[src/rtl/core/dvrt_pkg.sv]
`default_nettype none
package dvrt_pkg;

  localparam int TABLE_DEPTH = 32;
  localparam int PORT_COUNT  = 4;

  localparam int IDX_W  = $clog2(TABLE_DEPTH);
  localparam int CNT_W  = $clog2(TABLE_DEPTH + 1);
  localparam int PIDX_W = (PORT_COUNT > 1) ? $clog2(PORT_COUNT) : 1;
  localparam int PCNT_W = $clog2(PORT_COUNT + 1);

  // event codes
  localparam logic [2:0] FN_PING = 3'd0;
  localparam logic [2:0] FN_NEW  = 3'd1;
  localparam logic [2:0] FN_UPD  = 3'd2;
  localparam logic [2:0] FN_DEL  = 3'd3;
  localparam logic [2:0] FN_LOOK = 3'd4;
  localparam logic [2:0] FN_LIVE = 3'd5;

  // result kinds
  localparam logic [1:0] KIND_STAT  = 2'd0;
  localparam logic [1:0] KIND_ENTRY = 2'd1;
  localparam logic [1:0] KIND_DEL   = 2'd2;
  localparam logic [1:0] KIND_ANN   = 2'd3;

  // lookup answers beyond the port numbers
  localparam logic [2:0] OPORT_NONE  = 3'd4;
  localparam logic [2:0] OPORT_LOCAL = 3'd5;

  // configuration register indexes
  localparam logic CFG_MY_ID   = 1'b0;
  localparam logic CFG_TIMEOUT = 1'b1;

  localparam logic [15:0] TIMEOUT_RESET = 16'd90;

  typedef enum logic [1:0] {
    EM_ANN   = 2'd0,
    EM_NOTE  = 2'd1,
    EM_ENTRY = 2'd2,
    EM_STAT  = 2'd3
  } emit_sel_t;

  typedef struct packed {
    logic      load;
    logic      emit;
    emit_sel_t em_sel;
    logic      scan_step;
    logic      scan_finish;
    logic      inc_idx;
    logic      clr_idx;
    logic      rm_start;
    logic      shift_step;
    logic      set_bcast;
    logic      lookup_hit;
    logic      kill;
    logic      inc_pidx;
  } dvrt_cmd_t;

  typedef struct packed {
    logic [2:0] func;
    logic       self_target;
    logic       idx_end;
    logic       hit;
    logic       hit_rm;
    logic       live_hit;
    logic       port_end;
    logic       expired;
    logic       bcast;
    logic       can_emit;
  } dvrt_stat_t;

endpackage
`default_nettype wire

[src/rtl/core/dvrt_ctrl.sv]
`default_nettype none
module dvrt_ctrl
  import dvrt_pkg::*;
(
  input  wire logic       clk,
  input  wire logic       rst,
  input  wire logic       in_valid,
  output logic            in_stall,
  input  wire dvrt_stat_t st,
  output dvrt_cmd_t       cmd
);

  typedef enum logic [10:0] {
    S_IDLE  = 11'b00000000001,
    S_DISP  = 11'b00000000010,
    S_ANN   = 11'b00000000100,
    S_SCAN  = 11'b00000001000,
    S_FIN   = 11'b00000010000,
    S_TAB   = 11'b00000100000,
    S_STAT  = 11'b00001000000,
    S_NOTE  = 11'b00010000000,
    S_SHIFT = 11'b00100000000,
    S_PORT  = 11'b01000000000,
    S_LSCAN = 11'b10000000000
  } state_t;

  state_t state, state_next;

  always_ff @(posedge clk) begin
    if (rst) begin
      state <= S_IDLE;
    end else begin
      state <= state_next;
    end
  end

  always_comb begin
    state_next = state;
    cmd        = '0;
    cmd.em_sel = EM_STAT;
    in_stall   = 1'b1;
    unique case (state)
      S_IDLE: begin
        in_stall = 1'b0;
        if (in_valid) begin
          cmd.load   = 1'b1;
          state_next = S_DISP;
        end
      end
      S_DISP: begin
        unique case (st.func)
          FN_PING, FN_NEW, FN_UPD: state_next = S_SCAN;
          FN_DEL:  state_next = st.self_target ? S_ANN : S_SCAN;
          FN_LOOK: state_next = st.self_target ? S_STAT : S_SCAN;
          FN_LIVE: state_next = S_PORT;
          default: state_next = S_STAT;
        endcase
      end
      S_ANN: begin
        if (st.can_emit) begin
          cmd.emit   = 1'b1;
          cmd.em_sel = EM_ANN;
          state_next = S_SCAN;
        end
      end
      S_SCAN: begin
        if (st.idx_end) begin
          cmd.scan_finish = 1'b1;
          state_next      = S_FIN;
        end else if (st.func == FN_DEL) begin
          if (!st.hit) begin
            cmd.inc_idx = 1'b1;
          end else if (st.hit_rm) begin
            cmd.rm_start = 1'b1;
            state_next   = S_NOTE;
          end else begin
            cmd.set_bcast = 1'b1;
            state_next    = S_FIN;
          end
        end else if (st.func == FN_LOOK) begin
          if (st.hit) begin
            cmd.lookup_hit = 1'b1;
            state_next     = S_FIN;
          end else begin
            cmd.inc_idx = 1'b1;
          end
        end else begin
          cmd.scan_step = 1'b1;
          cmd.inc_idx   = 1'b1;
        end
      end
      S_FIN: begin
        if (st.bcast) begin
          cmd.clr_idx = 1'b1;
          state_next  = S_TAB;
        end else begin
          state_next = S_STAT;
        end
      end
      S_TAB: begin
        if (st.idx_end) begin
          state_next = S_STAT;
        end else if (st.can_emit) begin
          cmd.emit    = 1'b1;
          cmd.em_sel  = EM_ENTRY;
          cmd.inc_idx = 1'b1;
        end
      end
      S_STAT: begin
        if (st.can_emit) begin
          cmd.emit   = 1'b1;
          cmd.em_sel = EM_STAT;
          state_next = S_IDLE;
        end
      end
      S_NOTE: begin
        if (st.can_emit) begin
          cmd.emit   = 1'b1;
          cmd.em_sel = EM_NOTE;
          state_next = (st.func == FN_LIVE) ? S_LSCAN : S_SHIFT;
        end
      end
      S_SHIFT: begin
        if (st.idx_end) begin
          if (st.func == FN_LIVE) begin
            cmd.inc_pidx = 1'b1;
            state_next   = S_PORT;
          end else begin
            state_next = S_FIN;
          end
        end else begin
          cmd.shift_step = 1'b1;
          cmd.inc_idx    = 1'b1;
        end
      end
      S_PORT: begin
        if (st.port_end) begin
          state_next = S_STAT;
        end else if (st.expired) begin
          cmd.kill    = 1'b1;
          cmd.clr_idx = 1'b1;
          state_next  = S_NOTE;
        end else begin
          cmd.inc_pidx = 1'b1;
        end
      end
      S_LSCAN: begin
        if (st.idx_end) begin
          cmd.inc_pidx = 1'b1;
          state_next   = S_PORT;
        end else if (st.live_hit) begin
          cmd.rm_start = 1'b1;
          state_next   = S_SHIFT;
        end else begin
          cmd.inc_idx = 1'b1;
        end
      end
      default: state_next = S_IDLE;
    endcase
  end

endmodule
`default_nettype wire

[src/rtl/core/dvrt_dp.sv]
`default_nettype none
module dvrt_dp
  import dvrt_pkg::*;
(
  input  wire logic        clk,
  input  wire logic        rst,
  input  wire logic        cfg_we,
  input  wire logic        cfg_index,
  input  wire logic [15:0] cfg_data,
  input  wire logic [2:0]  func,
  input  wire logic [7:0]  sender_id,
  input  wire logic [1:0]  port,
  input  wire logic [7:0]  target_id,
  input  wire logic [7:0]  hops,
  input  wire logic [31:0] now_seconds,
  input  wire logic        last_in_message,
  input  wire dvrt_cmd_t   cmd,
  output dvrt_stat_t       st,
  input  wire logic        out_stall,
  output logic             out_valid,
  output logic [1:0]       kind,
  output logic [2:0]       out_port,
  output logic [7:0]       entry_id,
  output logic [7:0]       entry_next,
  output logic [7:0]       entry_hops,
  output logic             status,
  output logic             last
);

  logic [7:0]  my_id;
  logic [15:0] timeout;

  logic [7:0] route_dest [TABLE_DEPTH];
  logic [7:0] route_next [TABLE_DEPTH];
  logic [7:0] route_hops [TABLE_DEPTH];
  logic [CNT_W-1:0] route_count;

  logic [7:0]  nb_id    [PORT_COUNT];
  logic [31:0] nb_heard [PORT_COUNT];
  logic [PORT_COUNT-1:0] nb_valid;

  logic [2:0]  func_r;
  logic [7:0]  sender_r, target_r, h1_r, dead_id;
  logic [31:0] now_r;
  logic        lastmsg_r;

  logic [CNT_W-1:0]  idx;
  logic [PCNT_W-1:0] pidx;
  logic found, changed, full, bcast, pending;
  logic [2:0] oport;

  logic [IDX_W-1:0]  rd_addr, cur;
  logic [7:0]        rd_dest, rd_next, rd_hops, key;
  logic [PIDX_W-1:0] pi;
  logic              adopt, do_app, app_ok, upd_pend, lk_got;
  logic [2:0]        lk_port;

  assign adopt   = (func_r == FN_PING) || (func_r == FN_NEW);
  assign key     = adopt ? sender_r : target_r;
  assign cur     = idx[IDX_W-1:0];
  assign rd_addr = cmd.shift_step ? cur + 1'b1 : cur;
  assign rd_dest = route_dest[rd_addr];
  assign rd_next = route_next[rd_addr];
  assign rd_hops = route_hops[rd_addr];
  assign pi      = pidx[PIDX_W-1:0];

  assign do_app   = !found && (key != my_id) && (adopt || (func_r == FN_UPD));
  assign app_ok   = route_count < CNT_W'(TABLE_DEPTH);
  assign upd_pend = pending || (do_app && app_ok);

  always_comb begin
    lk_got  = 1'b0;
    lk_port = OPORT_NONE;
    for (int p = 0; p < PORT_COUNT; p++) begin
      if (!lk_got && nb_valid[p] && (nb_id[p] == rd_next)) begin
        lk_got  = 1'b1;
        lk_port = 3'(p);
      end
    end
  end

  assign st.func        = func_r;
  assign st.self_target = (target_r == my_id);
  assign st.idx_end     = (idx >= route_count);
  assign st.hit         = (rd_dest == key);
  assign st.hit_rm      = (rd_next == sender_r);
  assign st.live_hit    = (rd_dest == dead_id) && (rd_next == dead_id);
  assign st.port_end    = (pidx >= PCNT_W'(PORT_COUNT));
  assign st.expired     = nb_valid[pi] && ((now_r - nb_heard[pi]) > {16'b0, timeout});
  assign st.bcast       = bcast;
  assign st.can_emit    = !out_valid || !out_stall;

  // config and control state
  always_ff @(posedge clk) begin
    if (rst) begin
      my_id       <= '0;
      timeout     <= TIMEOUT_RESET;
      route_count <= '0;
      nb_valid    <= '0;
      pending     <= 1'b0;
      out_valid   <= 1'b0;
    end else begin
      if (cfg_we) begin
        if (cfg_index == CFG_MY_ID) my_id <= cfg_data[7:0];
        else                        timeout <= cfg_data;
      end
      if (cmd.load && (func == FN_PING || func == FN_NEW) && (32'(port) < PORT_COUNT)) begin
        nb_valid[PIDX_W'(port)] <= 1'b1;
      end
      if (cmd.kill) nb_valid[pi] <= 1'b0;
      if (cmd.rm_start) route_count <= route_count - 1'b1;
      if (cmd.scan_finish && do_app && app_ok) route_count <= route_count + 1'b1;
      if (cmd.scan_step && func_r == FN_UPD && st.hit && rd_hops > h1_r) pending <= 1'b1;
      if (cmd.scan_finish && func_r == FN_UPD) begin
        pending <= lastmsg_r ? 1'b0 : upd_pend;
      end
      if (cmd.emit) out_valid <= 1'b1;
      else if (!out_stall) out_valid <= 1'b0;
    end
  end

  // event registers and scan flags
  always_ff @(posedge clk) begin
    if (cmd.load) begin
      func_r    <= func;
      sender_r  <= sender_id;
      target_r  <= target_id;
      dead_id   <= target_id;
      h1_r      <= (hops == 8'hFF) ? 8'hFF : hops + 1'b1;
      now_r     <= now_seconds;
      lastmsg_r <= last_in_message;
      found     <= 1'b0;
      changed   <= 1'b0;
      full      <= 1'b0;
      bcast     <= 1'b0;
      pidx      <= '0;
      oport     <= (func == FN_LOOK) ? ((target_id == my_id) ? OPORT_LOCAL : OPORT_NONE)
                                     : 3'd0;
      if ((func == FN_PING || func == FN_NEW) && (32'(port) < PORT_COUNT)) begin
        nb_id[PIDX_W'(port)]    <= sender_id;
        nb_heard[PIDX_W'(port)] <= now_seconds;
      end
    end
    if (cmd.load || cmd.clr_idx) idx <= '0;
    else if (cmd.inc_idx)        idx <= idx + 1'b1;
    if (cmd.inc_pidx) pidx <= pidx + 1'b1;
    if (cmd.kill) begin
      dead_id      <= nb_id[pi];
      nb_id[pi]    <= '0;
      nb_heard[pi] <= '0;
    end
    if (cmd.set_bcast) bcast <= 1'b1;
    if (cmd.lookup_hit) oport <= lk_port;
    if (cmd.scan_step && st.hit) begin
      found <= 1'b1;
      if (adopt && !st.hit_rm) changed <= 1'b1;
    end
    if (cmd.scan_finish) begin
      if (do_app && !app_ok) full <= 1'b1;
      if (adopt) begin
        bcast <= changed || (do_app && app_ok) || (func_r == FN_NEW);
      end else if (func_r == FN_UPD) begin
        bcast <= lastmsg_r && upd_pend;
      end
    end
  end

  // route table storage, one write a cycle
  always_ff @(posedge clk) begin
    if (cmd.shift_step) begin
      route_dest[cur] <= rd_dest;
      route_next[cur] <= rd_next;
      route_hops[cur] <= rd_hops;
    end else if (cmd.scan_step && st.hit) begin
      if (adopt && !st.hit_rm) begin
        route_next[cur] <= sender_r;
        route_hops[cur] <= 8'd1;
      end else if (!adopt && rd_hops > h1_r) begin
        route_next[cur] <= sender_r;
        route_hops[cur] <= h1_r;
      end
    end else if (cmd.scan_finish && do_app && app_ok) begin
      route_dest[route_count[IDX_W-1:0]] <= key;
      route_next[route_count[IDX_W-1:0]] <= sender_r;
      route_hops[route_count[IDX_W-1:0]] <= adopt ? 8'd1 : h1_r;
    end
  end

  // output register
  always_ff @(posedge clk) begin
    if (cmd.emit) begin
      kind       <= KIND_STAT;
      out_port   <= 3'd0;
      entry_id   <= '0;
      entry_next <= '0;
      entry_hops <= '0;
      status     <= 1'b0;
      last       <= 1'b0;
      unique case (cmd.em_sel)
        EM_ANN:  kind <= KIND_ANN;
        EM_NOTE: begin
          kind     <= KIND_DEL;
          entry_id <= dead_id;
        end
        EM_ENTRY: begin
          kind       <= KIND_ENTRY;
          entry_id   <= rd_dest;
          entry_next <= rd_next;
          entry_hops <= rd_hops;
        end
        EM_STAT: begin
          out_port <= oport;
          status   <= full;
          last     <= 1'b1;
        end
        default: kind <= KIND_STAT;
      endcase
    end
  end

endmodule
`default_nettype wire

[src/rtl/core/distance_vector_route_table_top.sv]
`default_nettype none
// channel  direction  handshake            payload
// in       input      in_valid/in_stall    func sender_id port target_id hops now_seconds
//                                          last_in_message
// out      output     out_valid/out_stall  kind out_port entry_id entry_next entry_hops
//                                          status last
// cfg      input      cfg_we               cfg_index cfg_data
//
// one event at a time: accept, dispatch, the table scan, a finish step, a table broadcast
// when one is due and the status beat follow in order; the route count sets the length
// of the scan and of the broadcast, and out stalls lengthen the event
// a liveness check steps through the ports and adds a note and a scan per dead neighbor
// rst is synchronous; the table needs no clearing pass, only the count and valid bits
// a stalled out beat holds the sequencer; input stays stalled until the status beat
module distance_vector_route_table_top
  import dvrt_pkg::*;
(
  input  wire logic        clk,
  input  wire logic        rst,
  input  wire logic        cfg_we,
  input  wire logic        cfg_index,
  input  wire logic [15:0] cfg_data,
  input  wire logic        in_valid,
  output logic             in_stall,
  input  wire logic [2:0]  func,
  input  wire logic [7:0]  sender_id,
  input  wire logic [1:0]  port,
  input  wire logic [7:0]  target_id,
  input  wire logic [7:0]  hops,
  input  wire logic [31:0] now_seconds,
  input  wire logic        last_in_message,
  output logic             out_valid,
  input  wire logic        out_stall,
  output logic [1:0]       kind,
  output logic [2:0]       out_port,
  output logic [7:0]       entry_id,
  output logic [7:0]       entry_next,
  output logic [7:0]       entry_hops,
  output logic             status,
  output logic             last
);

  dvrt_cmd_t  cmd;
  dvrt_stat_t st;

  // sequencer
  dvrt_ctrl u_ctrl (
    .clk      (clk),
    .rst      (rst),
    .in_valid (in_valid),
    .in_stall (in_stall),
    .st       (st),
    .cmd      (cmd)
  );

  // tables, neighbor state and output beat register
  dvrt_dp u_dp (
    .clk             (clk),
    .rst             (rst),
    .cfg_we          (cfg_we),
    .cfg_index       (cfg_index),
    .cfg_data        (cfg_data),
    .func            (func),
    .sender_id       (sender_id),
    .port            (port),
    .target_id       (target_id),
    .hops            (hops),
    .now_seconds     (now_seconds),
    .last_in_message (last_in_message),
    .cmd             (cmd),
    .st              (st),
    .out_stall       (out_stall),
    .out_valid       (out_valid),
    .kind            (kind),
    .out_port        (out_port),
    .entry_id        (entry_id),
    .entry_next      (entry_next),
    .entry_hops      (entry_hops),
    .status          (status),
    .last            (last)
  );

  // a new beat is never loaded over one still waiting
  a_emit_free: assert property (@(posedge clk) disable iff (rst)
    cmd.emit |-> st.can_emit) else $error("beat overwritten");

  // the closing beat of an event is always the status beat
  a_last_stat: assert property (@(posedge clk) disable iff (rst)
    (out_valid && last) |-> (kind == KIND_STAT)) else $error("last on non-status beat");

  // an accepted event keeps the input stalled the next cycle
  a_busy: assert property (@(posedge clk) disable iff (rst)
    (in_valid && !in_stall) |=> in_stall) else $error("input taken while busy");

  // an entry is removed only when the scan stands inside the table
  a_rm_range: assert property (@(posedge clk) disable iff (rst)
    cmd.rm_start |-> !st.idx_end) else $error("remove beyond count");

endmodule
`default_nettype wire
[config.mk]
export PLATFORM = sky130hd
export DESIGN_NAME = distance_vector_route_table_top
export DESIGN_NICKNAME = d
export VERILOG_FILES = /design/src/rtl/core/dvrt_pkg.sv /design/src/rtl/core/dvrt_ctrl.sv /design/src/rtl/core/dvrt_dp.sv /design/src/rtl/core/distance_vector_route_table_top.sv
export SDC_FILE = /design/constraint.sdc
export NUM_CORES = 2
export LEC_CHECK = 0
export BUFFER_PORTS_ARGS = -buffer_cell sky130_fd_sc_hd__clkbuf_2
export CAP_MARGIN = 30
export CORE_MARGIN = 2
export CORE_UTILIZATION = 45
export DETAILED_ROUTE_END_ITERATION = 8
export MAX_ROUTING_LAYER = met4
export PLACE_DENSITY_LB_ADDON = 0.08
export SLEW_MARGIN = 20
export SYNTH_ARGS = -nofsm -noshare
export SYNTH_HDL_FRONTEND = slang
export SYNTH_SLANG_ARGS = --single-unit
export TNS_END_PERCENT = 30
[constraint.sdc]
create_clock -name clk -period 15.5 [get_ports clk]
set_clock_uncertainty 0.1 [all_clocks]
set_input_delay 3.1 -clock clk [delete_from_list [all_inputs] [get_ports clk]]
set_output_delay 3.1 -clock clk [all_outputs]
set_load 0.01 [all_outputs]
==> metrics.txt <==
clock insertion delay at the later pin of the skew report 0.73 ns; async set-or-reset flop fraction in the synthesized netlist 0; # placed instances around 5,500; cell family contributing the most delay on the critical path compound AO/OA/AOI/OAI gates; vias after detailed routing 34,804; count of H-tree levels built during CTS 3; slew at the pin closest to its max-slew limit 1.06 ns; count of flip-flops with a built-in enable after synthesis 1,033; post-placement setup slack 6.23 ns; number of setup violations in the final report 0; MaxCap Viol Count 0; Clock Path Buffers 3; vias in the first global route around 34,000; buffers inserted during post-CTS setup optimization 0; total of hold buffers inserted after clock tree synthesis 0; hold path startpoint u_dp.timeout[12]$_SDFFE_PP0P_; post-synthesis average cell area 13.2 um2; clock tree from TritonCTS yes; die height 345 um; critical path startpoint category flop; Via density 6.05; die extent in x 345 um; number of clock buffers inserted by TritonCTS 118; number of antenna violations at the first check in global routing 2; GRT overflow 0; number of hold violations in the final report 0; hold-critical path depth 2; leakage dissipation 20.3 nW; terminus of the critical flop-to-flop path u_dp.route_next[4][2]$_DFFE_PP_; met3 routed WL about 9200 um; crit-path max cell delay 0.93 ns; detailed placement HPWL between 100,000 and 150,000 um; final antenna-violating net count 0; endpoint required time on the critical path between 15 and 20 ns; fillcell total 9,934; aggregate routed wire length 157,000 um; Post-Route M1 WL around 70,000 um; wire length on met2 73,400 um; Final Core Density 0.514; Total Negative Setup Slacks 0 ns; endpoint of the worst hold-timing path u_dp.timeout[12]$_SDFFE_PP0P_; combined area of all synthesized cells 52,400 um2; Slew Limit Headroom 0.290; number of max-slew violations in the final report 0; Reg area ~32,000 um2; power density over cell area 147 nW/um2; global placer's final weighted congestion slightly above 0.9; total power 8.76 mW; worst supply voltage drop on vdd about 0.095 mV; net count reported at finish 4,290; final setup margin 6.55 ns; area of combinational cells with multiple inputs 19,600 um2; full die area 119,000 um2; number of distinct library cells after synthesis between 100 and 150; unrepaired setup endpoints after global routing no; global-route total usage across every layer 0.268; Synthesized Nets 4,142; fmax about 0.11 GHz; period utilization 0.577; Ports 117; uppermost metal layer occupied by signal nets met4; average wire per cell in the routed design 27.3 um; global-route wire length before repair 231,000 um; count of placed standard cells in the final layout, fillers left out 5,756; Register-to-Register Setup Slack ~6.6 ns; drt drc 0; # resized after CTS 0; endpoint kind of the worst setup timing path flop; Clock Sink Count about 1,100; Initial Utilization 0.452; Clk Tree Root Cell sky130_fd_sc_hd__clkbuf_16; DR iter-0 viols around 3,200; endpoint arrival time on the critical path 9.27 ns; CP Buf/Inv Count 6; sequential share of the synthesized area 0.614; R2R cell count 29; signed area change from the synthesized netlist to the final layout 13.7%; cell with the largest stage delay on the worst path sky130_fd_sc_hd__a211oi_2; quantity of I/O buffers inserted on ports 116; worst setup path class reg -> reg; time the final worst path needs with I/O delays and setup 8.95 ns; Std-Cell Rows 125; first-pass iteration count of the detailed router 6; reg2reg start u_dp.idx[1]$_SDFFE_PP0P_; share of layout cells above drive strength 1 0.170; Post-Synthesis Cells 3,978; most used flip-flop cell after synthesis sky130_fd_sc_hd__edfxtp_1; flip-flop and latch count after synthesis about 1,100; placeable core region about 120,000 um2; worst-path maximum fanout 56; clock transition at the register clock pins on the worst setup and hold paths after CTS 0.06 ns; pin count of the biggest net entering global routing between 100 and 150; Warnings, synthesis 0; result of the run finished, final reports clean; Hold WC Path Type reg -> reg
[per-layer routing]
layer | track usage | up-vias
met3 | 0.0316 | 245
met2 | 0.416 | 1237
met5 | - | -
met1 | 0.378 | 17741
li1 | - | 15581
met4 | 0.0693 | 0
[area by class of cell]
type	instances	area share
multi-input cells	2561	0.329
diodes	3	0.000126
well taps	1524	0.0320
repair buffers	255	0.0298
clock buffers	147	0.0517
inverters	98	0.00617
clock inverters	76	0.0110
flip-flops and latches	1092	0.540
[synth_stat cells (31+ instances only)]
library cell / number / area share
sky130_fd_sc_hd__mux2i_1: 281 / 0.054
sky130_fd_sc_hd__a31oi_1: 31 / 0.0037
sky130_fd_sc_hd__buf_1: 36 / 0.0026
sky130_fd_sc_hd__xor2_1: 44 / 0.0074
sky130_fd_sc_hd__nand4_1: 34 / 0.0041
sky130_fd_sc_hd__ha_1: 78 / 0.019
sky130_fd_sc_hd__nand3_1: 301 / 0.029
sky130_fd_sc_hd__dfxtp_1: 59 / 0.023
sky130_fd_sc_hd__mux4_2: 140 / 0.060
sky130_fd_sc_hd__clkbuf_1: 126 / 0.0090
sky130_fd_sc_hd__nor3_1: 57 / 0.0054
sky130_fd_sc_hd__nand2_1: 556 / 0.040
sky130_fd_sc_hd__a211oi_1: 34 / 0.0049
sky130_fd_sc_hd__edfxtp_1: 1033 / 0.59
sky130_fd_sc_hd__mux2_2: 35 / 0.0075
sky130_fd_sc_hd__a21oi_1: 109 / 0.010
sky130_fd_sc_hd__inv_1: 96 / 0.0069
sky130_fd_sc_hd__buf_2: 55 / 0.0053
sky130_fd_sc_hd__xnor2_1: 65 / 0.011
sky130_fd_sc_hd__a311oi_1: 33 / 0.0055
sky130_fd_sc_hd__o21ai_0: 84 / 0.0080
sky130_fd_sc_hd__nor2_1: 147 / 0.011
sky130_fd_sc_hd__and2_1: 81 / 0.0097
[power by group]
group | internal [mW] | switching [mW]
Sequential | 3.66 | 0.0642
Clock | 1.55 | 1.19
Combinational | 0.731 | 1.56
[placed cells by master (no fill, tap or decap), drive strengths merged, types with 11 or more instances in the layout]
cell,n
dfxtp,59
or3,16
clkbuf,264
ha,78
a2111oi,13
a32oi,15
a211oi,37
o21ai,87
mux2,39
edfxtp,1033
mux2i,281
xnor2,66
mux4,140
a22oi,14
nor2,147
nand2b,19
o21a,21
nor3,58
a21oi,110
a311oi,33
and3,21
nand4,36
inv,105
o211ai,30
a221oi,11
clkinv,51
o22ai,14
and2,81
buf,138
nor2b,28
a21o,30
nand3,301
a22o,11
a31oi,31
nand3b,11
a21boi,14
xor2,44
nor4,20
nand2,557
[stage by stage]
step | hold slack (ns) | instance area, um2
floorplan | 0.326 | 52400
global placement | 0.343 | 55500
finish | 0.358 | 59600
detailed placement | 0.351 | 55700
global route | 0.380 | 59600
CTS | 0.360 | 59400
[worst max path at each step]
| stage | from | depth (start not counted) | slack [ns] | to |
|---|---|---|---|---|
| floorplan | u_dp.idx[0]$_SDFFE_PP0P_ | 40 | 6.92 | u_dp.route_hops[12][0]$_DFFE_PP_ |
| global placement | u_dp.idx[1]$_SDFFE_PP0P_ | 26 | 6.22 | u_dp.route_hops[27][5]$_DFFE_PP_ |
| detailed placement | u_dp.idx[1]$_SDFFE_PP0P_ | 26 | 6.23 | u_dp.route_hops[29][1]$_DFFE_PP_ |
| CTS | u_dp.idx[1]$_SDFFE_PP0P_ | 26 | 6.21 | u_dp.route_hops[16][1]$_DFFE_PP_ |
| global route | u_dp.idx[1]$_SDFFE_PP0P_ | 29 | 6.14 | u_dp.route_next[4][2]$_DFFE_PP_ |
| finish | u_dp.idx[1]$_SDFFE_PP0P_ | 29 | 6.55 | u_dp.route_next[4][2]$_DFFE_PP_ |
[state kept, by name, summed over array words and instances (netlist names), 11 cells and up, named ones only]
signal and count:
u_dp.route_dest 256, u_dp.route_hops 256, u_dp.route_next 256, u_dp.nb_heard 128, u_dp.nb_id 32, u_dp.now_r 32, u_dp.timeout 16, u_ctrl.state 11
[worst reg2reg max path: cells and delay by family (launching register included)]
family	cells	cell delay, ns
AO/OA/AOI/OAI	11	2.85
buffers and inverters	6	2.38
AND/OR/NAND/NOR	10	1.72
flip-flops	1	0.89
adder cells (fa/ha/maj)	2	0.71
[cell families after synthesis]
group           count (synthesis)  synth area share
compound gates                568            0.0775
xor+xnor                      110            0.0185
fa+ha+maj                      80            0.0194
buf+inv                       325            0.0259
flops                        1092             0.614
mux                           460             0.122
simple gates                 1343             0.122
(Power assumes the default switching activity.)
